--- src/rtl/aapg_pkg.sv ---
// Package for the alarm annunciator pattern generator.
// Holds the policy and buzzer stage codes, the item and result types and the policy table.
// No dependencies.
package aapg_pkg;

   localparam logic [2:0] POL_SAFE      = 3'd0;
   localparam logic [2:0] POL_WARNING   = 3'd1;
   localparam logic [2:0] POL_DANGER    = 3'd2;
   localparam logic [2:0] POL_HARDFAULT = 3'd3;
   localparam logic [2:0] POL_LOST      = 3'd4;

   localparam logic [2:0] LEVEL_HARDFAULT = 3'd3;

   localparam logic [1:0] STAGE_SOUND = 2'd0;
   localparam logic [1:0] STAGE_INTER = 2'd1;
   localparam logic [1:0] STAGE_GAP   = 2'd2;

   localparam logic OP_TICK   = 1'b0;
   localparam logic OP_STATUS = 1'b1;

   typedef struct packed {
      logic       op;
      logic [2:0] alert_grade;
      logic       heartbeat_stale;
   } item_type;

   typedef struct packed {
      logic [2:0]  policy_in_force;
      logic [11:0] buzzer_freq_hz;
      logic        led_blue;
      logic        led_green;
      logic        led_red;
   } result_type;

   typedef struct packed {
      logic        red;
      logic        green;
      logic        blue;
      logic        blink;
      logic [11:0] freq;
      logic        sequenced;
      logic [1:0]  beats;
   } plan_type;

   function automatic plan_type plan_of(input logic [2:0] pol);
      plan_type p;
      p = '0;
      case (pol)
         POL_SAFE: begin
            p.green = 1'b1;
         end
         POL_WARNING: begin
            p.red = 1'b1; p.green = 1'b1; p.blink = 1'b1;
            p.freq = 12'd3000; p.sequenced = 1'b1; p.beats = 2'd1;
         end
         POL_DANGER: begin
            p.red = 1'b1; p.blink = 1'b1;
            p.freq = 12'd3000; p.sequenced = 1'b1; p.beats = 2'd2;
         end
         POL_HARDFAULT: begin
            p.red = 1'b1; p.blink = 1'b1;
            p.freq = 12'd4000; p.sequenced = 1'b1; p.beats = 2'd0;
         end
         POL_LOST: begin
            p.blue = 1'b1; p.freq = 12'd4000;
         end
         default: begin
            p.green = 1'b1;
         end
      endcase
      return p;
   endfunction

   // Milliseconds to ticks, never less than one tick. Used at elaboration only.
   function automatic int ms_to_ticks(input int tps, input int ms);
      int t;
      t = (tps * ms) / 1000;
      return (t < 1) ? 1 : t;
   endfunction

endpackage

--- src/rtl/alarm_annunciator_pattern_generator_unit.sv ---
// Top level of the alarm annunciator pattern generator.
// Input register, result register and stream handshake around the policy core.
// Depends on aapg_pkg and aapg_core.

// The block takes one transaction per clock cycle on the request stream: either a
// timer tick (req_tuser = 0) or a new alarm status (req_tuser = 1, with the alarm
// level and supervisor-lost flag in req_tdata). Each request yields exactly one
// response transaction carrying the RGB LED levels, the buzzer frequency in hertz
// and the policy in force after the request was applied. A request first lands in
// an input register; the policy state and its response are then computed in a single
// pass and the response is held in the result register, which raises rsp_tvalid. The
// input register keeps accepting while it is empty, so the request side stalls only
// while both registers are full and the response waits to be taken; with rsp_tready
// held high one transaction moves through every cycle. Supervisor loss outranks the
// alarm level, and alarm levels above hardfault are treated as safe. A status that
// selects the policy already in force changes nothing; a new policy restarts the
// blink phase and the buzzer sequencer. All blink and beep periods are counted in
// ticks derived from TICKS_PER_SECOND, each at least one tick. After reset the safe
// policy is in force.
module alarm_annunciator_pattern_generator_unit import aapg_pkg::*; #(
   parameter int TICKS_PER_SECOND = 1000
) (
   input  logic        clock,
   input  logic        reset,

   input  logic        req_tvalid,
   output logic        req_tready,
   input  logic [7:0]  req_tdata,   // [2:0] alert_grade, [3] heartbeat_stale, zero fill above
   input  logic [0:0]  req_tuser,   // [0] op: 0 timer tick, 1 alarm status

   output logic        rsp_tvalid,
   input  logic        rsp_tready,
   output logic [23:0] rsp_tdata    // [0] led_red, [1] led_green, [2] led_blue,
                                    // [14:3] buzzer_freq_hz, [17:15] policy_in_force
);

   logic       in_valid_ff;
   item_type   in_item_ff;
   logic       rsp_valid_ff;
   result_type rsp_data_ff;

   logic       advance;
   logic       fire;
   result_type result;

   // The pipeline moves whenever the result register is empty or being drained.
   assign advance    = !rsp_valid_ff || rsp_tready;
   assign req_tready = !in_valid_ff || advance;
   assign fire       = in_valid_ff && advance;

   always_ff @(posedge clock) begin
      if (reset) begin
         in_valid_ff <= 1'b0;
      end else if (req_tready) begin
         in_valid_ff <= req_tvalid;
      end
   end

   always_ff @(posedge clock) begin
      if (req_tready && req_tvalid) begin
         in_item_ff.op              <= req_tuser[0];
         in_item_ff.alert_grade     <= req_tdata[2:0];
         in_item_ff.heartbeat_stale <= req_tdata[3];
      end
   end

   aapg_core #(
      .TICKS_PER_SECOND(TICKS_PER_SECOND)
   ) u_core (
      .clock  (clock),
      .reset  (reset),
      .fire   (fire),
      .item   (in_item_ff),
      .result (result)
   );

   always_ff @(posedge clock) begin
      if (reset) begin
         rsp_valid_ff <= 1'b0;
      end else if (advance) begin
         rsp_valid_ff <= in_valid_ff;
      end
   end

   always_ff @(posedge clock) begin
      if (fire) begin
         rsp_data_ff <= result;
      end
   end

   assign rsp_tvalid = rsp_valid_ff;
   assign rsp_tdata  = {6'd0, rsp_data_ff};

endmodule

--- src/rtl/aapg_core.sv ---
// Policy state and pattern sequencer of the alarm annunciator pattern generator.
// Applies one item per fire and presents the result computed from the updated state.
// Depends on aapg_pkg.
module aapg_core import aapg_pkg::*; #(
   parameter int TICKS_PER_SECOND = 1000
) (
   input  logic       clock,
   input  logic       reset,
   input  logic       fire,
   input  item_type   item,
   output result_type result
);

   localparam int CD_W = $clog2(2 * TICKS_PER_SECOND + 1);

   localparam logic [CD_W-1:0] T_2000 = CD_W'(ms_to_ticks(TICKS_PER_SECOND, 2000));
   localparam logic [CD_W-1:0] T_1000 = CD_W'(ms_to_ticks(TICKS_PER_SECOND, 1000));
   localparam logic [CD_W-1:0] T_500  = CD_W'(ms_to_ticks(TICKS_PER_SECOND, 500));
   localparam logic [CD_W-1:0] T_100  = CD_W'(ms_to_ticks(TICKS_PER_SECOND, 100));
   localparam logic [CD_W-1:0] T_50   = CD_W'(ms_to_ticks(TICKS_PER_SECOND, 50));
   localparam logic [CD_W-1:0] T_0    = CD_W'(ms_to_ticks(TICKS_PER_SECOND, 0));
   localparam logic [CD_W-1:0] CD_ONE = CD_W'(1);

   logic [2:0]      policy_ff, policy_in;
   logic            phase_ff, phase_in;
   logic [CD_W-1:0] led_cd_ff, led_cd_in;
   logic [1:0]      stage_ff, stage_in;
   logic [1:0]      beats_ff, beats_in;
   logic [CD_W-1:0] beep_cd_ff, beep_cd_in;

   logic [2:0]      req_policy;
   plan_type        cur_plan, next_plan, out_plan;
   logic [CD_W-1:0] blink_load, on_load, inter_load, gap_load, new_blink_load, new_on_load;
   logic [1:0]      beats_next;
   logic            lit;

   assign cur_plan = plan_of(policy_ff);

   assign req_policy = item.heartbeat_stale ? POL_LOST :
                       (item.alert_grade <= LEVEL_HARDFAULT) ? item.alert_grade : POL_SAFE;
   assign next_plan = plan_of(req_policy);

   always_comb begin
      blink_load = T_100; on_load = T_100; inter_load = T_100; gap_load = T_1000;
      case (policy_ff)
         POL_WARNING: begin
            blink_load = T_500; inter_load = T_0; gap_load = T_2000;
         end
         POL_HARDFAULT: begin
            on_load = T_50; inter_load = T_50;
         end
         default: ;
      endcase
   end

   always_comb begin
      new_blink_load = T_100; new_on_load = T_100;
      case (req_policy)
         POL_WARNING:   new_blink_load = T_500;
         POL_HARDFAULT: new_on_load = T_50;
         default: ;
      endcase
   end

   assign beats_next = beats_ff + 2'd1;

   always_comb begin
      policy_in  = policy_ff;
      phase_in   = phase_ff;
      led_cd_in  = led_cd_ff;
      stage_in   = stage_ff;
      beats_in   = beats_ff;
      beep_cd_in = beep_cd_ff;
      if (fire) begin
         if (item.op == OP_STATUS) begin
            if (req_policy != policy_ff) begin
               policy_in = req_policy;
               if (next_plan.blink) begin
                  phase_in  = 1'b1;
                  led_cd_in = new_blink_load;
               end else begin
                  led_cd_in = '0;
               end
               beats_in   = 2'd0;
               stage_in   = STAGE_SOUND;
               beep_cd_in = next_plan.sequenced ? new_on_load : '0;
            end
         end else begin
            if (cur_plan.blink) begin
               if (led_cd_ff <= CD_ONE) begin
                  phase_in  = ~phase_ff;
                  led_cd_in = blink_load;
               end else begin
                  led_cd_in = led_cd_ff - CD_ONE;
               end
            end
            if (cur_plan.sequenced) begin
               if (beep_cd_ff <= CD_ONE) begin
                  if (stage_ff == STAGE_SOUND) begin
                     if (cur_plan.beats != 2'd0 && beats_next >= cur_plan.beats) begin
                        beats_in   = 2'd0;
                        stage_in   = STAGE_GAP;
                        beep_cd_in = gap_load;
                     end else begin
                        beats_in   = beats_next;
                        stage_in   = STAGE_INTER;
                        beep_cd_in = inter_load;
                     end
                  end else begin
                     stage_in   = STAGE_SOUND;
                     beep_cd_in = on_load;
                  end
               end else begin
                  beep_cd_in = beep_cd_ff - CD_ONE;
               end
            end
         end
      end
   end

   // The result reflects the state after this item is applied.
   assign out_plan = plan_of(policy_in);
   assign lit      = !out_plan.blink || phase_in;

   always_comb begin
      result.led_red         = lit & out_plan.red;
      result.led_green       = lit & out_plan.green;
      result.led_blue        = lit & out_plan.blue;
      result.policy_in_force = policy_in;
      if (out_plan.sequenced && stage_in != STAGE_SOUND) begin
         result.buzzer_freq_hz = '0;
      end else begin
         result.buzzer_freq_hz = out_plan.freq;
      end
   end

   always_ff @(posedge clock) begin
      if (reset) begin
         policy_ff  <= POL_SAFE;
         phase_ff   <= 1'b0;
         led_cd_ff  <= '0;
         stage_ff   <= STAGE_SOUND;
         beats_ff   <= 2'd0;
         beep_cd_ff <= '0;
      end else begin
         policy_ff  <= policy_in;
         phase_ff   <= phase_in;
         led_cd_ff  <= led_cd_in;
         stage_ff   <= stage_in;
         beats_ff   <= beats_in;
         beep_cd_ff <= beep_cd_in;
      end
   end

   // A blinking policy always has a pending toggle.
   a_blink_cd_live: assert property (@(posedge clock) disable iff (reset)
      cur_plan.blink |-> led_cd_ff != '0)
      else $error("blink countdown empty under blinking policy");

   // The buzzer sequencer never enters the unused stage.
   a_stage_legal: assert property (@(posedge clock) disable iff (reset)
      stage_ff != 2'd3)
      else $error("buzzer stage holds unused code");

   // A status item naming the policy in force leaves every state register alone.
   a_same_policy_hold: assert property (@(posedge clock) disable iff (reset)
      fire && item.op == OP_STATUS && req_policy == policy_ff |=>
         $stable(phase_ff) && $stable(led_cd_ff) && $stable(stage_ff) &&
         $stable(beats_ff) && $stable(beep_cd_ff))
      else $error("state changed on an unchanged policy");

   // Without a sequencer the buzzer stage rests at sounding.
   a_idle_stage: assert property (@(posedge clock) disable iff (reset)
      !cur_plan.sequenced |-> stage_ff == STAGE_SOUND)
      else $error("buzzer stage moved under a non-sequenced policy");

endmodule
--- config.mk ---
export PLATFORM = sky130hd
export DESIGN_NAME = alarm_annunciator_pattern_generator_unit
export DESIGN_NICKNAME = d
export VERILOG_FILES = /design/src/rtl/aapg_pkg.sv /design/src/rtl/alarm_annunciator_pattern_generator_unit.sv /design/src/rtl/aapg_core.sv
export SDC_FILE = /design/constraint.sdc
export NUM_CORES = 1
export LEC_CHECK = 0
export ABC_AREA = 1
export BUFFER_PORTS_ARGS = -buffer_cell sky130_fd_sc_hd__buf_2
export CAP_MARGIN = 30
export CORE_MARGIN = 2
export CORE_UTILIZATION = 24
export DETAILED_ROUTE_END_ITERATION = 10
export SKIP_CTS_REPAIR_TIMING = 1
export SLEW_MARGIN = 20
export SYNTH_ARGS = -nofsm -noshare
export SYNTH_HDL_FRONTEND = slang
export SYNTH_SLANG_ARGS = --single-unit
--- constraint.sdc ---
create_clock -name clock -period 2 [get_ports clock]
set_input_delay 0.3 -clock clock [delete_from_list [all_inputs] [get_ports clock]]
set_output_delay 0.3 -clock clock [all_outputs]
set_load 0.01 [all_outputs]
# Word level (Yosys, flattened, before mapping)

Cells that the tools add are included.

Register bits: 55
Input port bits: 13
Output and inout bits: 26
Logic and storage cells: 116

$add $sub $neg: 3
Magnitude comparators: 4
Equal/unequal tests: 12
Multiplexer cells: 51
Bitwise logic cells: 4
Reduce and logical (&&, ||, !) cells: 26

Operators by type and width:

| kind                                                 | count |
|---|---|
| 2-to-1 mux 11 bit                                    | 11 |
| 2-to-1 mux 9 bit                                     | 3 |
| case mux 3 bit (3 select lines)                      | 3 |
| 2-to-1 mux 2 bit                                     | 13 |
| case mux 12 bit (2 select lines)                     | 1 |
| <= comparator 11 x 1 -> 1 bit, second input constant | 2 |
| subtractor 11 x 1 -> 11 bit, second input constant   | 2 |
| 2-to-1 mux 7 bit                                     | 3 |
| equality test 3 x 2 -> 1 bit, second input constant  | 6 |
| 2-to-1 mux 3 bit                                     | 5 |
| case mux 7 bit (2 select lines)                      | 1 |
| nonzero test 2 bit                                   | 6 |
| OR reduction 3 bit                                   | 4 |
| 2-to-1 mux 1 bit                                     | 11 |
| equality test 3 x 1 -> 1 bit, second input constant  | 3 |
| AND reduction 3 bit                                  | 2 |
| AND reduction 5 bit                                  | 1 |
| logical AND 1 bit                                    | 4 |
| OR reduction 2 bit                                   | 2 |
| bitwise AND 1 bit                                    | 3 |
| equality test 3 bit, second input constant           | 1 |
| <= comparator 3 x 2 -> 1 bit, second input constant  | 1 |
| zero test 1 bit                                      | 3 |
| logical OR 1 bit                                     | 3 |
| 6 further kinds                                      | 6 |

# Longest topological paths before layout

Gate-level depths: netlist of run 1.

Depth in word-level cells: 13
Gate-level depth with buffers: 16
Depth with buffers taken out: 16

# Cells and area by module

A second synthesis of run 1 with hierarchy kept.

Cells, all modules: 436
Area, all modules: 3184.3 sq um

Modules (own cells, without submodules):

| module                                   | instances | cells each | area each (sq um) | seq. area each (sq um) |
|---|---|---|---|---|
| aapg_core                                | 1         | 394        | 2353.5            | 600.6 |
| alarm_annunciator_pattern_generator_unit | 1         | 42         | 830.8             | 730.7 |

# Least setup slack after synthesis of run 1

OpenSTA, ideal clock, no wires.

Path kind: reg2reg
Start: reg u_core.policy_ff[2]
End: reg rsp_data_ff, in the netlist rsp_tdata[12] (data pin)
Library setup time: 257 ps
Arrival: 1703 ps
Required time: 1743 ps
Slack: 40 ps
Stages on the path, launching flop included: 16
Path buffers: 0
Clock period less this slack: 1960 ps
Cell sequence: dfxtp_1 -> inv_1 -> nand3_1 -> inv_1 -> ha_1 -> nand2_1 -> nand3b_1 -> nand2_2 -> inv_2 -> nand3_4 -> nand2_1 -> nand2_1 -> nand2_1 -> nor2_1 -> nor2_1 -> nor2_1

Word-level cells in the longest chain between the ends: 12
Elaborated cells between the ends (all ways): 28
Those cells by class: order compare (1); eq/ne (8); mux (13); reduce/logical (6)

RTL lines:

| element                                                          | line                                           | RTL |
|---|---|---|
| start, declared                                                  | aapg_core.sv:24                                | `logic [2:0] policy_ff, policy_in;` |
| start signal, assigned                                           | aapg_core.sv:146                               | `policy_ff <= policy_in;` |
| equality test 3 x 2 -> 1 bit (tied with other cells)             | aapg_pkg.sv:48                                 | `case (pol)` |
| case mux 3 bit (3 select lines)                                  | aapg_pkg.sv:48                                 |  |
| >= comparator 2 bit / nonzero test 2 bit (equally long branches) | aapg_core.sv:100                               | `if (cur_plan.beats != 2'd0 && beats_next >= cur_plan.beats) begin` |
| logical AND 1 bit                                                | aapg_core.sv:100                               |  |
| 2-to-1 mux 2 bit                                                 | aapg_core.sv:100                               |  |
| 2-to-1 mux 2 bit                                                 | aapg_core.sv:99                                | `if (stage_ff == STAGE_SOUND) begin` |
| 2-to-1 mux 2 bit                                                 | aapg_core.sv:98                                | `if (beep_cd_ff <= CD_ONE) begin` |
| 2-to-1 mux 2 bit                                                 | aapg_core.sv:97                                | `if (cur_plan.sequenced) begin` |
| 2-to-1 mux 2 bit                                                 | aapg_core.sv:75                                | `if (item.op == OP_STATUS) begin` |
| 2-to-1 mux 2 bit                                                 | aapg_core.sv:74                                | `if (fire) begin` |
| nonzero test 2 bit                                               | aapg_core.sv:130                               | `if (out_plan.sequenced && stage_in != STAGE_SOUND) begin` |
| logical AND 1 bit                                                | aapg_core.sv:130                               |  |
| end signal, assigned                                             | alarm_annunciator_pattern_generator_unit.sv:87 | `rsp_data_ff <= result;` |
| end, declared                                                    | alarm_annunciator_pattern_generator_unit.sv:40 | `result_type rsp_data_ff;` |

Several ways; a longest one is shown, not always the timed one.
A chain may end at the register's enable or synchronous reset.

# Final worst setup path of run 1

Start: reg u_core.beats_ff[0]
End: reg rsp_data_ff, in the netlist rsp_tdata[13] (data pin)

Word-level cells in the longest chain between the ends: 11

RTL lines:

| element                | line             | RTL |
|---|---|---|
| start, declared        | aapg_core.sv:28  | `logic [1:0] beats_ff, beats_in;` |
| start signal, assigned | aapg_core.sv:150 | `beats_ff <= beats_in;` |
| adder 2 x 1 -> 2 bit   | aapg_core.sv:65  | `assign beats_next = beats_ff + 2'd1;` |
| >= comparator 2 bit    | aapg_core.sv:100 |  |
| logical AND 1 bit      | aapg_core.sv:100 |  |
| 2-to-1 mux 2 bit       | aapg_core.sv:100 |  |
| 2-to-1 mux 2 bit       | aapg_core.sv:99  |  |
| 2-to-1 mux 2 bit       | aapg_core.sv:98  |  |
| 2-to-1 mux 2 bit       | aapg_core.sv:97  |  |
| 2-to-1 mux 2 bit       | aapg_core.sv:75  |  |
| 2-to-1 mux 2 bit       | aapg_core.sv:74  |  |
| nonzero test 2 bit     | aapg_core.sv:130 |  |
| logical AND 1 bit      | aapg_core.sv:130 |  |

No other way between the ends.

==> results of run 1 <==
-- synth_stat cells --
library cell	instances	area, µm²
o21ai_4	1	16.27
nor2_2	4	25.02
ha_1	6	75.07
or2_2	1	6.260
nor3_1	4	20.02
nor2_4	2	22.52
o21bai_1	1	7.510
o21ai_0	24	120.1
nand2_2	5	31.28
a21oi_1	27	135.1
inv_1	44	165.2
conb_1	1	3.750
nand4_1	4	25.02
buf_6	2	22.52
xor2_1	10	87.58
o211ai_1	3	22.52
nand2_1	87	326.6
nand3_4	1	17.52
a31oi_1	3	18.77
nand3_2	1	10.01
nor2_1	49	183.9
inv_2	5	18.77
nand3b_1	1	7.510
nand2_4	3	33.78
buf_4	16	120.1
o21ai_1	4	20.02
buf_1	1	3.750
edfxtp_1	14	420.4
clkbuf_1	1	3.750
o31ai_1	2	15.01
dfxtp_1	32	640.6
buf_2	1	5.000
nand3_1	21	105.1
xnor2_1	6	52.55
o21ai_2	2	17.52
-- sequential cells by signal (all words and copies together) (netlist names) --
name and cells:
u_core.beep_cd_ff 11, u_core.led_cd_ff 11, rsp_tdata 9, in_item_ff 5, u_core.policy_ff 3, u_core.beats_ff 2
u_core.stage_ff 2, in_valid_ff 1, rsp_tvalid 1, u_core.phase_ff 1
-- final timing paths --
path	start	end	slack (ps)	cells past startpoint
worst min register to register	u_core.led_cd_ff[1]	u_core.led_cd_ff[1]	480	2
worst min-delay path	req_tuser	in_item_ff[4]	190	1
worst max register to register	u_core.beats_ff[0]	rsp_tdata[13]	30	12
worst max-delay path	u_core.beats_ff[0]	rsp_tdata[13]	30	12
-- metal layers --
metal	up-vias	GRT usage (%)	wire length [µm]
met3	5	1.674	268
met2	52	17.83	3298
met5	-	0	0
li1	1307	-	-
met1	1180	12.27	2937
met4	0	3.902	73
-- cell families (layout without fill, tap and decap cells) --
family / count (synthesis) / after routing / share of synthesized area, %
other cells: 1 / 10 / 0.1336
buf+inv: 70 / 104 / 12.08
xor+xnor: 16 / 16 / 4.993
simple gates: 183 / 183 / 29.02
fa+ha+maj: 6 / 6 / 2.675
flops: 46 / 46 / 37.81
compound gates: 67 / 67 / 13.29
-- power groups by stage --
stage	combinational, mW	clock, mW	sequential [mW]
finish	0.466	0.797	1.02
global route	0.521	0.855	1.03
CTS	0.447	0.814	1.02
detailed placement	0.444	0	1.05
global placement	0.437	0	1.04
floorplan	0.344	0	1.05
-- worst max-delay path, cell delays in order, from the launching register on --
cell	delay, ps
dfxtp_4	360
xor2_4	190
ha_4	240
nand2_1	60
nand3b_1	150
a21oi_2	170
nand3_1	80
nand2_1	70
nand2_1	60
nand2_1	70
nor2_1	50
nor2_2	140
nor2_1	70
-- cell type report --
cell class / instances / area [µm²] / share of cell area [%]
Multi-Input combinational cell: 282 / 1528 / 44.89
Tap cell: 143 / 178.9 / 5.257
Clock inverter: 2 / 8.758 / 0.2574
Timing Repair Buffer: 47 / 292.8 / 8.603
Clock buffer: 6 / 128.9 / 3.787
Inverter: 49 / 191.4 / 5.625
Sequential cell: 46 / 1075 / 31.58
-- stage by stage --
step,power [mW],setup WS [ps],hold WS (ps)
finish,2.287,30.28,190.3
CTS,2.286,-77.81,186.1
global route,2.403,-97.00,180.3
floorplan,1.391,39.53,369.4
detailed placement,1.490,-55.99,468.3
global placement,1.481,31.06,460.2
==> implementation parameters, run 1 <==
Parameter                              Value

Route
  Average detailed-routed wire length per instance    ~11 µm
  Drt first-iter violations    157
  Via/cell ratio    roughly 4.4
  DR pass1 iterations    4
  Detailed-route DRC error count    0
  Post-DRT Antenna Nets    0
  Routed vias    2544
  Detailed-route wire length    6577 µm

Worst setup path
  Critical-path maximum fanout    3
  Required time of the critical path    2030 ps
  Setup crit end kind    flip-flop
  Setup crit start kind    flip-flop
  Critical Path AT    about 2000 ps
  CP Class    reg -> reg

Timing
  Setup repair after global routing missed its margin    true
  Highest Clock Rate    0.5077 GHz
  Count of endpoints failing hold in the final timing report    0
  Final Critical Period    1970 ps
  Total negative slack    0 ps
  Setup Viol. Count Final    0
  Final number of max-transition violations    0
  Worst-case clock skew    4.837 ps
  Tcrit/Tclk final    98.49%

GRT
  Number of antenna violations at the first check in global routing    0
  Grt ovf    0
  Total GRT Usage    10.09%
  First-pass GRT wire length    about 11000 µm
  Via count of the first global-routing pass    2368
  Largest net degree at the start of global routing    22

Cells and area
  Most common cell after layout, fill and taps aside    nand2_1
  Leading cell types in the layout, fill and taps excluded    nand2_1, nor2_1, inv_1
  Final layout net count    450
  N_diodes    0
  Final core utilization    29.81%
  Post-route non-filler standard cell count    575
  Fraction of layout cells with a size suffix above 1    22.45%
  Final Cell Area    about 0.0034 mm²
  Fill cell count    approximately 1.2k
  Syn-to-layout area delta    21.27%

Power and ir drop
  Proportion of power drawn by combinational gates    20.4%
  Switching power    approximately 0.66 mW
  Portion of total power attributed to the clock network    a little over a third
  Power density cells    671.9 mW/mm²
  Net switching share of the total power    28.98%
  Internal power    1.624 mW
  Leakage    1.543 nW
  Worst IR Drop VDD    roughly 0.00033 V
  Share of power burned in registers    44.8%

Outcome
  Result of the run    finished clean

Floorplan
  Io pins    39
  Die width    112.1 µm
  Die Ht    about 110 µm
  Initial cell density of the core    24.58%
  Total core area    0.01142 mm²
  Die Area    0.01257 mm²
  Cell row count    39

Clock network
  Worst-Skew Late Latency    about 280 ps
  Clock Tree Root    clkbuf_16
  Clock transition at the registers of the reported paths    60 ps
  Total CTS buffers    5
  CTS tree    yes
  H-tree depth    2
  CTS sink cnt    between 40 and 50
  Max clock buf depth    2

Place
  Last weighted congestion value of the routability-driven placer    0.8771
  Dpl hpwl    4788 µm
  Placed cells    562
  Number of I/O port buffers    24
  Placed Area    0.003119 mm²

Logic synthesis
  Synthesized instance count    ~400
  Sequential-to-total area share from yosys stat    a little under two fifths
  Yosys synthesis warning count    0
  Synthesized area divided by synthesized cell count    between 7 and 8 µm²
  Number of synthesized register bits    46
  Count of unique library cells instantiated by Yosys    35
  Post-synthesis instance area    about 0.0028 mm²

Worst hold path
  Type of the worst min-delay path    in -> reg

Run
  MaxCap Viol Count    0
Power figures use the tool's default switching activity.
==> run 2, diff against run 1 <==
ABC_AREA = default   (was 1)
CORE_UTILIZATION = 52   (was 24)
GPL_ROUTABILITY_DRIVEN = 0   (was default)
PLACE_DENSITY = 0.76   (was default)
==> run 2 against run 1 <==
Net effect:
- the run now ends with negative setup slack left
- utilization increased by 43 points
- largest cell class unchanged
- combinational power decreased by 16%
- non-clock buffer count increased by 49
- critical endpoint is now u_core.beep_cd_ff[4]
- synthesized area increased by 1.9%
- die area decreased by 51%
- register-to-register slack got worse by 140 ps
- maximum frequency decreased by 6.7%
- critical path type unchanged
- flip-flop and latch count unchanged
==> implementation parameters, run 2 <==
Parameter                              Value

Outcome
  Result of the run    finished, violations left (was finished clean)
  Failing checks    negative setup slack

Cells and area
  Post-route non-filler standard cell count    494 (was 575)
  Fill cell count    376 (was 1246)
  Final Cell Area    0.003954 mm² (was 0.003403 mm²)
  Final layout net count    440 (was 450)
  Fraction of layout cells with a size suffix above 1    44.08% (was 22.45%)
  N_diodes    0 (unchanged)
  Final core utilization    73.15% (was 29.81%)
  Most common cell after layout, fill and taps aside    buf_4 (was nand2_1)
  Leading cell types in the layout, fill and taps excluded    buf_4, nor2_1, dfxtp_1 (was nand2_1, nor2_1, inv_1)
  Syn-to-layout area delta    38.23% (was 21.27%)

Floorplan
  Die Area    0.006110 mm² (was 0.01257 mm²)
  Cell row count    27 (was 39)
  Total core area    0.005405 mm² (was 0.01142 mm²)
  Die width    78.17 µm (was 112.1 µm)
  Io pins    39 (unchanged)
  Die Ht    78.17 µm (was 112.1 µm)
  Initial cell density of the core    52.92% (was 24.58%)

Logic synthesis
  Synthesized instance count    342 (was 389)
  Fraction of synthesized cell area taken by the top area cell type    22.40% (was 22.83%)
  Largest family of logic cells by synthesized area    simple AND/OR/NAND/NOR gates (unchanged)
  Yosys synthesis warning count    0 (unchanged)
  Async set or reset register ratio after synthesis    0% (unchanged)
  Count of unique library cells instantiated by Yosys    62 (was 35)
  Primary flip-flop cell chosen by synthesis mapping    dfxtp_1 (unchanged)
  Post-synthesis mux area share    1.444% (was 0%)
  Sequential-to-total area share from yosys stat    37.10% (was 37.81%)
  Post-Synth Simple-Gate Area    25.68% (was 29.02%)
  Commonest cells in the netlist    nor2_1, dfxtp_1, o21ai_0, nand2_1, a21oi_1 (was nand2_1, nor2_1, inv_1, dfxtp_1, a21oi_1)
  Xor/xnor cell area share of the yosys netlist    2.756% (was 4.993%)
  Post-synthesis instance area    0.002860 mm² (was 0.002806 mm²)
  Synthesized area divided by synthesized cell count    8.363 µm² (was 7.215 µm²)
  Synth Area in Adders    2.625% (was 2.675%)
  Most numerous cell in the Yosys netlist    nor2_1 (was nand2_1)
  Cell types occupying the most area after synthesis    dfxtp_1, edfxtp_1, o21ai_0 (was dfxtp_1, edfxtp_1, nand2_1)
  Number of synthesized register bits    46 (unchanged)
  Compound-Gate Fraction of Synth Area    21.35% (was 13.29%)
  Number of flops mapped to enable cells by yosys    14 (unchanged)
  Synth area leader    dfxtp_1 (unchanged)

Power and ir drop
  Portion of total power attributed to the clock network    28.5% (was 34.8%)
  Power density cells    493.2 mW/mm² (was 671.9 mW/mm²)
  Total power    1.950 mW (was 2.287 mW)
  Worst IR Drop VDD    0.0003248 V (was 0.0003270 V)
  Proportion of power drawn by combinational gates    20.0% (was 20.4%)
  Internal power    1.410 mW (was 1.624 mW)
  Share of power burned in registers    51.5% (was 44.8%)
  Leakage    1.587 nW (was 1.543 nW)
  Net switching share of the total power    27.71% (was 28.98%)
  Switching power    0.5403 mW (was 0.6627 mW)

Timing
  Count of endpoints failing hold in the final timing report    0 (unchanged)
  Final number of max-transition violations    0 (unchanged)
  Worst-case clock skew    7.495 ps (was 4.837 ps)
  Setup repair after global routing missed its margin    true (unchanged)
  Final Critical Period    2112 ps (was 1970 ps)
  Slew of the pin with the lowest slew margin    558.5 ps
  Final worst setup slack    -111.9 ps (was 30.28 ps)
  Smallest hold slack    170.7 ps (was 190.3 ps)
  Highest Clock Rate    0.4735 GHz (was 0.5077 GHz)
  Tcrit/Tclk final    105.6% (was 98.49%)
  Worst slew margin    62.63%
  Setup Viol. Count Final    13 (was 0)

GRT
  Largest net degree at the start of global routing    25 (was 22)
  First-pass GRT wire length    11560 µm (was 10590 µm)
  Via count of the first global-routing pass    2562 (was 2368)
  Total GRT Usage    23.72% (was 10.09%)
  Grt ovf    0 (unchanged)
  Number of antenna violations at the first check in global routing    0 (unchanged)

Route
  Average detailed-routed wire length per instance    16.82 µm (was 11.44 µm)
  Drt first-iter violations    341 (was 157)
  Detailed-route wire length    8310 µm (was 6577 µm)
  Via/cell ratio    6.030 (was 4.424)
  DR pass1 iterations    5 (was 4)
  Detailed-route DRC error count    0 (unchanged)
  Post-DRT Antenna Nets    0 (unchanged)
  Routed vias    2979 (was 2544)

Clock network
  H-tree depth    2 (unchanged)
  Clock transition at the registers of the reported paths    80 ps (was 60 ps)
  CTS tree    yes (unchanged)
  Total CTS buffers    5 (unchanged)
  Max clock buf depth    2 (unchanged)
  CTS sink cnt    46 (unchanged)
  Clock Tree Root    clkbuf_8 (was clkbuf_16)
  Worst-Skew Late Latency    300 ps (was 280 ps)

Worst setup path
  Setup crit start kind    flip-flop (unchanged)
  Worst-case reg-to-reg path depth    6 (was 12)
  Critical-path maximum fanout    8 (was 3)
  Required time of the critical path    2190 ps (was 2030 ps)
  Critical Path AT    2300 ps (was 2000 ps)
  Setup crit end kind    flip-flop (unchanged)
  CP Class    reg -> reg (unchanged)

Worst hold path
  Type of the worst min-delay path    in -> reg (unchanged)
  WHS Path Cells    1 (unchanged)

Place
  Placed Area    0.003460 mm² (was 0.003119 mm²)
  Placed cells    474 (was 562)
  Number of I/O port buffers    24 (unchanged)
  Dpl hpwl    5317 µm (was 4788 µm)

Run
  MaxCap Viol Count    0 (unchanged)
run 2: changes by cell type after synthesis, sizes merged, moves of 7 or more:
cell	previous run	this run
xor2	10	2
a31oi	3	13
nor3	4	11
nand2	95	23
clkbuf	1	13
nand3	23	11
nor2	55	33
or3	0	7
inv	49	14
nand2b	0	13
a21oi	27	19
run 2: area by class of cell:
cell class	count	area, µm²	area share (%)
multi-input cells	258	1963	49.65
flip-flops and latches	46	1070	27.06
clock inverters	2	8.758	0.2215
well taps	72	90.09	2.278
clock buffers	6	72.57	1.835
inverters	14	55.05	1.392
repair buffers	96	694.4	17.56
run 2: critical path: stages, from the launching register on:
cell and delay [ps]:
dfxtp_2 320, or4_4 540, or2_4 250, or2_4 290
a31oi_1 160, a211oi_1 80, o311a_1 340
run 2: through the flow:
| step | setup TNS (ps) | setup slack, ps |
|---|---|---|
| 2_1_floorplan | -776.2 | -149.6 |
| 3_3_place_gp | -888.0 | -130.4 |
| 3_5_place_dp | -1654 | -179.2 |
| 4_1_cts | -2055 | -197.7 |
| 5_1_grt | -1903 | -194.1 |
| 6_report | -563.7 | -111.9 |
run 2: final timing paths:
kind	slack, ps	to	startpoint
worst max register to register	-110	u_core.beep_cd_ff[4]	u_core.beep_cd_ff[6]
worst max-delay path	-110	u_core.beep_cd_ff[4]	u_core.beep_cd_ff[6]
worst min register to register	520	u_core.beep_cd_ff[8]	u_core.beep_cd_ff[8]
worst min-delay path	170	in_item_ff[0]	req_tdata[3]
run 2: power by group through the flow:
stage	registers [mW]	clock network, mW	logic [mW]
3_3_place_gp	1.02	0	0.296
3_5_place_dp	1.02	0	0.305
4_1_cts	1.00	0.561	0.306
5_1_grt	1.01	0.596	0.419
6_report	1.00	0.555	0.391
2_1_floorplan	1.03	0	0.213
run 2: cells by family after synthesis:
| logic type | Yosys count |
|---|---|
| adders and majority gates | 6 |
| AOI/OAI and AO/OA | 93 |
| other | 1 |
| xor gates and xnor gates | 9 |
| muxes | 4 |
| buffers and inverters | 47 |
| and+or+nand+nor | 136 |
| DFF | 46 |
run 2: layer usage:
metal	vias up	wire [µm]	global-route usage, %
met1	1432	3290	29.58
met3	32	470	4.368
met4	0	294	8.947
li1	1376	-	-
met2	139	4254	40.86
met5	-	0	0
==> run 3, diff against run 2 <==
CORE_UTILIZATION = 62   (was 52)
PLACE_DENSITY = 0.85   (was 0.76)
REMOVE_ABC_BUFFERS = 1   (was default)
SLEW_MARGIN = 5   (was 20)
clock period = 2.6 ns   (was 2 ns; I/O delays follow)
==> run 3 against run 2 <==
Net effect:
- the run now ends clean
- routed wire length down 21%
- via count is 13% lower
- first-iteration DRC count fell by 44%
- utilization down 1.3 points
- die area fell by 15%
- sequential share of layout area is 6.4 points higher
- sequential power is 23% lower
- clock power fell by 5.2%
==> implementation parameters, run 3 (synthesis gave the netlist of run 2 again) <==
Parameter                              Value

Outcome
  Result of the run    finished clean (was finished, violations left)

GRT
  Number of antenna violations at the first check in global routing    0 (unchanged)
  Via count of the first global-routing pass    2475 (was 2562)
  Global-route track usage on met3    4.444% (was 4.368%)
  Grt ovf    0 (unchanged)
  Largest net degree at the start of global routing    27 (was 25)
  Met2 Usage GRT    45.78% (was 40.86%)
  Total GRT Usage    26.70% (was 23.72%)
  Fraction of met1 tracks used by global routing    33.93% (was 29.58%)
  First-pass GRT wire length    11010 µm (was 11560 µm)
  Most used routing layer in global routing    met2 (unchanged)

Floorplan
  Total core area    0.004414 mm² (was 0.005405 mm²)
  Die Ht    71.92 µm (was 78.17 µm)
  Die Area    0.005172 mm² (was 0.006110 mm²)
  Io pins    39 (unchanged)
  Initial cell density of the core    64.80% (was 52.92%)
  Die width    71.92 µm (was 78.17 µm)
  Cell row count    24 (was 27)

Worst setup path
  Worst-path cell with the longest stage delay    or4_4 (unchanged)
  Reg-to-reg critical path endpoint    rsp_tdata[13] (was u_core.beep_cd_ff[4])
  Worst setup path endpoint    rsp_tdata[13] (was u_core.beep_cd_ff[4])
  CP Class    reg -> reg (unchanged)
  Worst reg-to-reg setup slack    210 ps (was -110 ps)
  Required time of the critical path    2740 ps (was 2190 ps)
  Critical Path AT    2530 ps (was 2300 ps)
  Levels on crit path    6 (unchanged)
  CP top delay family    simple AND/OR/NAND/NOR gates (unchanged)
  Worst-case reg-to-reg path depth    6 (unchanged)
  CP peak stage delay    560 ps (was 540 ps)
  Reg-to-Reg Start    u_core.beep_cd_ff[3] (was u_core.beep_cd_ff[6])
  Critical path launch point    u_core.beep_cd_ff[3] (was u_core.beep_cd_ff[6])
  Setup crit end kind    flip-flop (unchanged)
  Buffering stage count on the worst path with inverters included    0 (unchanged)
  Setup crit start kind    flip-flop (unchanged)
  Critical-path maximum fanout    7 (was 8)
  Cells traversed along the worst timing path    or4_4, or2_4, or2_1, nor2_1, o311ai_2, o31ai_2 (was or4_4, or2_4, or2_4, a31oi_1, a211oi_1, o311a_1)

Timing
  Total negative slack    0 ps (was -563.7 ps)
  Final number of max-transition violations    0 (unchanged)
  Highest Clock Rate    0.4185 GHz (was 0.4735 GHz)
  Final Critical Period    2390 ps (was 2112 ps)
  Setup Viol. Count Final    0 (was 13)
  Final worst setup slack    210.3 ps (was -111.9 ps)
  Worst-case clock skew    8.953 ps (was 7.495 ps)
  Setup repair after global routing missed its margin    false (was true)
  Slew of the pin with the lowest slew margin    506.4 ps (was 558.5 ps)
  Worst slew margin    66.24% (was 62.63%)
  Tcrit/Tclk final    91.91% (was 105.6%)
  Smallest hold slack    263.9 ps (was 170.7 ps)
  Count of endpoints failing hold in the final timing report    0 (unchanged)

Route
  Drt first-iter violations    191 (was 341)
  Routed vias    2585 (was 2979)
  Post-DRT Antenna Nets    0 (unchanged)
  Detailed-route wire length    6604 µm (was 8310 µm)
  DR pass1 iterations    4 (was 5)
  Detailed-route DRC error count    0 (unchanged)
  Via/cell ratio    6.082 (was 6.030)
  Average detailed-routed wire length per instance    15.54 µm (was 16.82 µm)

Clock network
  Max clock buf depth    2 (unchanged)
  Clock transition at the registers of the reported paths    80 ps (about the same)
  CTS tree    yes (unchanged)
  H-tree depth    2 (unchanged)
  Clock Tree Root    clkbuf_8 (unchanged)
  Total CTS buffers    5 (unchanged)
  Worst-Skew Late Latency    300 ps (about the same)
  CTS sink cnt    46 (unchanged)

Power and ir drop
  Net switching share of the total power    24.93% (was 27.71%)
  Switching power    0.3743 mW (was 0.5403 mW)
  Proportion of power drawn by combinational gates    13.4% (was 20.0%)
  Leakage    1.293 nW (was 1.587 nW)
  Portion of total power attributed to the clock network    35.0% (was 28.5%)
  Power density cells    473.7 mW/mm² (was 493.2 mW/mm²)
  Worst IR Drop VDD    0.0003522 V (was 0.0003248 V)
  Share of power burned in registers    51.5% (about the same)
  Internal power    1.127 mW (was 1.410 mW)

Cells and area
  N_diodes    0 (unchanged)
  Post-route non-filler standard cell count    425 (was 494)
  Final layout net count    391 (was 440)
  Most common cell after layout, fill and taps aside    nor2_1 (was buf_4)
  Multi-input gate area    0.001589 mm² (was 0.001963 mm²)
  Sequential standard cell area    0.001061 mm² (was 0.001070 mm²)
  Fraction of layout cells with a size suffix above 1    19.03% (was 44.08%)
  Fill cell count    341 (was 376)
  Leading cell types in the layout, fill and taps excluded    nor2_1, dfxtp_1, o21ai_0 (was buf_4, nor2_1, dfxtp_1)
  Syn-to-layout area delta    10.85% (was 38.23%)

Run
  MaxCap Viol Count    0 (unchanged)

Place
  Number of I/O port buffers    24 (unchanged)
  Dpl hpwl    4824 µm (was 5317 µm)
  Pre-CTS setup slack    238.8 ps (was -179.2 ps)
  Placed cells    417 (was 474)

Worst hold path
  Type of the worst min-delay path    in -> reg (unchanged)
run 3: worst min path at each step:
stage | to | cells past startpoint | start
2_1_floorplan | u_core.beats_ff[0] | 1 | reset
3_5_place_dp | u_core.beats_ff[1] | 1 | u_core.beats_ff[1]
4_1_cts | in_item_ff[0] | 1 | req_tdata[3]
3_3_place_gp | u_core.beats_ff[1] | 1 | u_core.beats_ff[1]
6_report | in_item_ff[0] | 1 | req_tdata[3]
5_1_grt | in_item_ff[1] | 1 | req_tdata[0]
run 3: area by class of cell:
class,count,area share (%)
repair buffers,47,9.234
clock buffers,6,2.289
inverters,14,1.657
flip-flops and latches,46,33.46
clock inverters,2,1.184
well taps,52,2.052
multi-input cells,258,50.12
run 3: power by group through the flow:
stage | clock (mW) | sequential (mW) | combinational (mW)
2_1_floorplan | 0 | 0.795 | 0.115
3_3_place_gp | 0 | 0.789 | 0.192
3_5_place_dp | 0 | 0.790 | 0.197
4_1_cts | 0.531 | 0.773 | 0.198
5_1_grt | 0.562 | 0.776 | 0.222
6_report | 0.526 | 0.774 | 0.201
run 3: routing by layer:
metal | part of all wire, % | wire length (µm)
met1 | 44 | 2909
met2 | 49 | 3256
met3 | 5.5 | 361
met4 | 1.2 | 76
met5 | 0 | 0
run 3: stage by stage:
step / utilization [%] / power, mW / area (µm²)
2_1_floorplan: - / 0.9100 / 2691
3_3_place_gp: 69.08 / 0.9807 / 3049
3_5_place_dp: 69.08 / 0.9872 / 3049
4_1_cts: 71.57 / 1.502 / 3159
5_1_grt: 71.83 / 1.560 / 3171
6_report: 71.83 / 1.502 / 3171
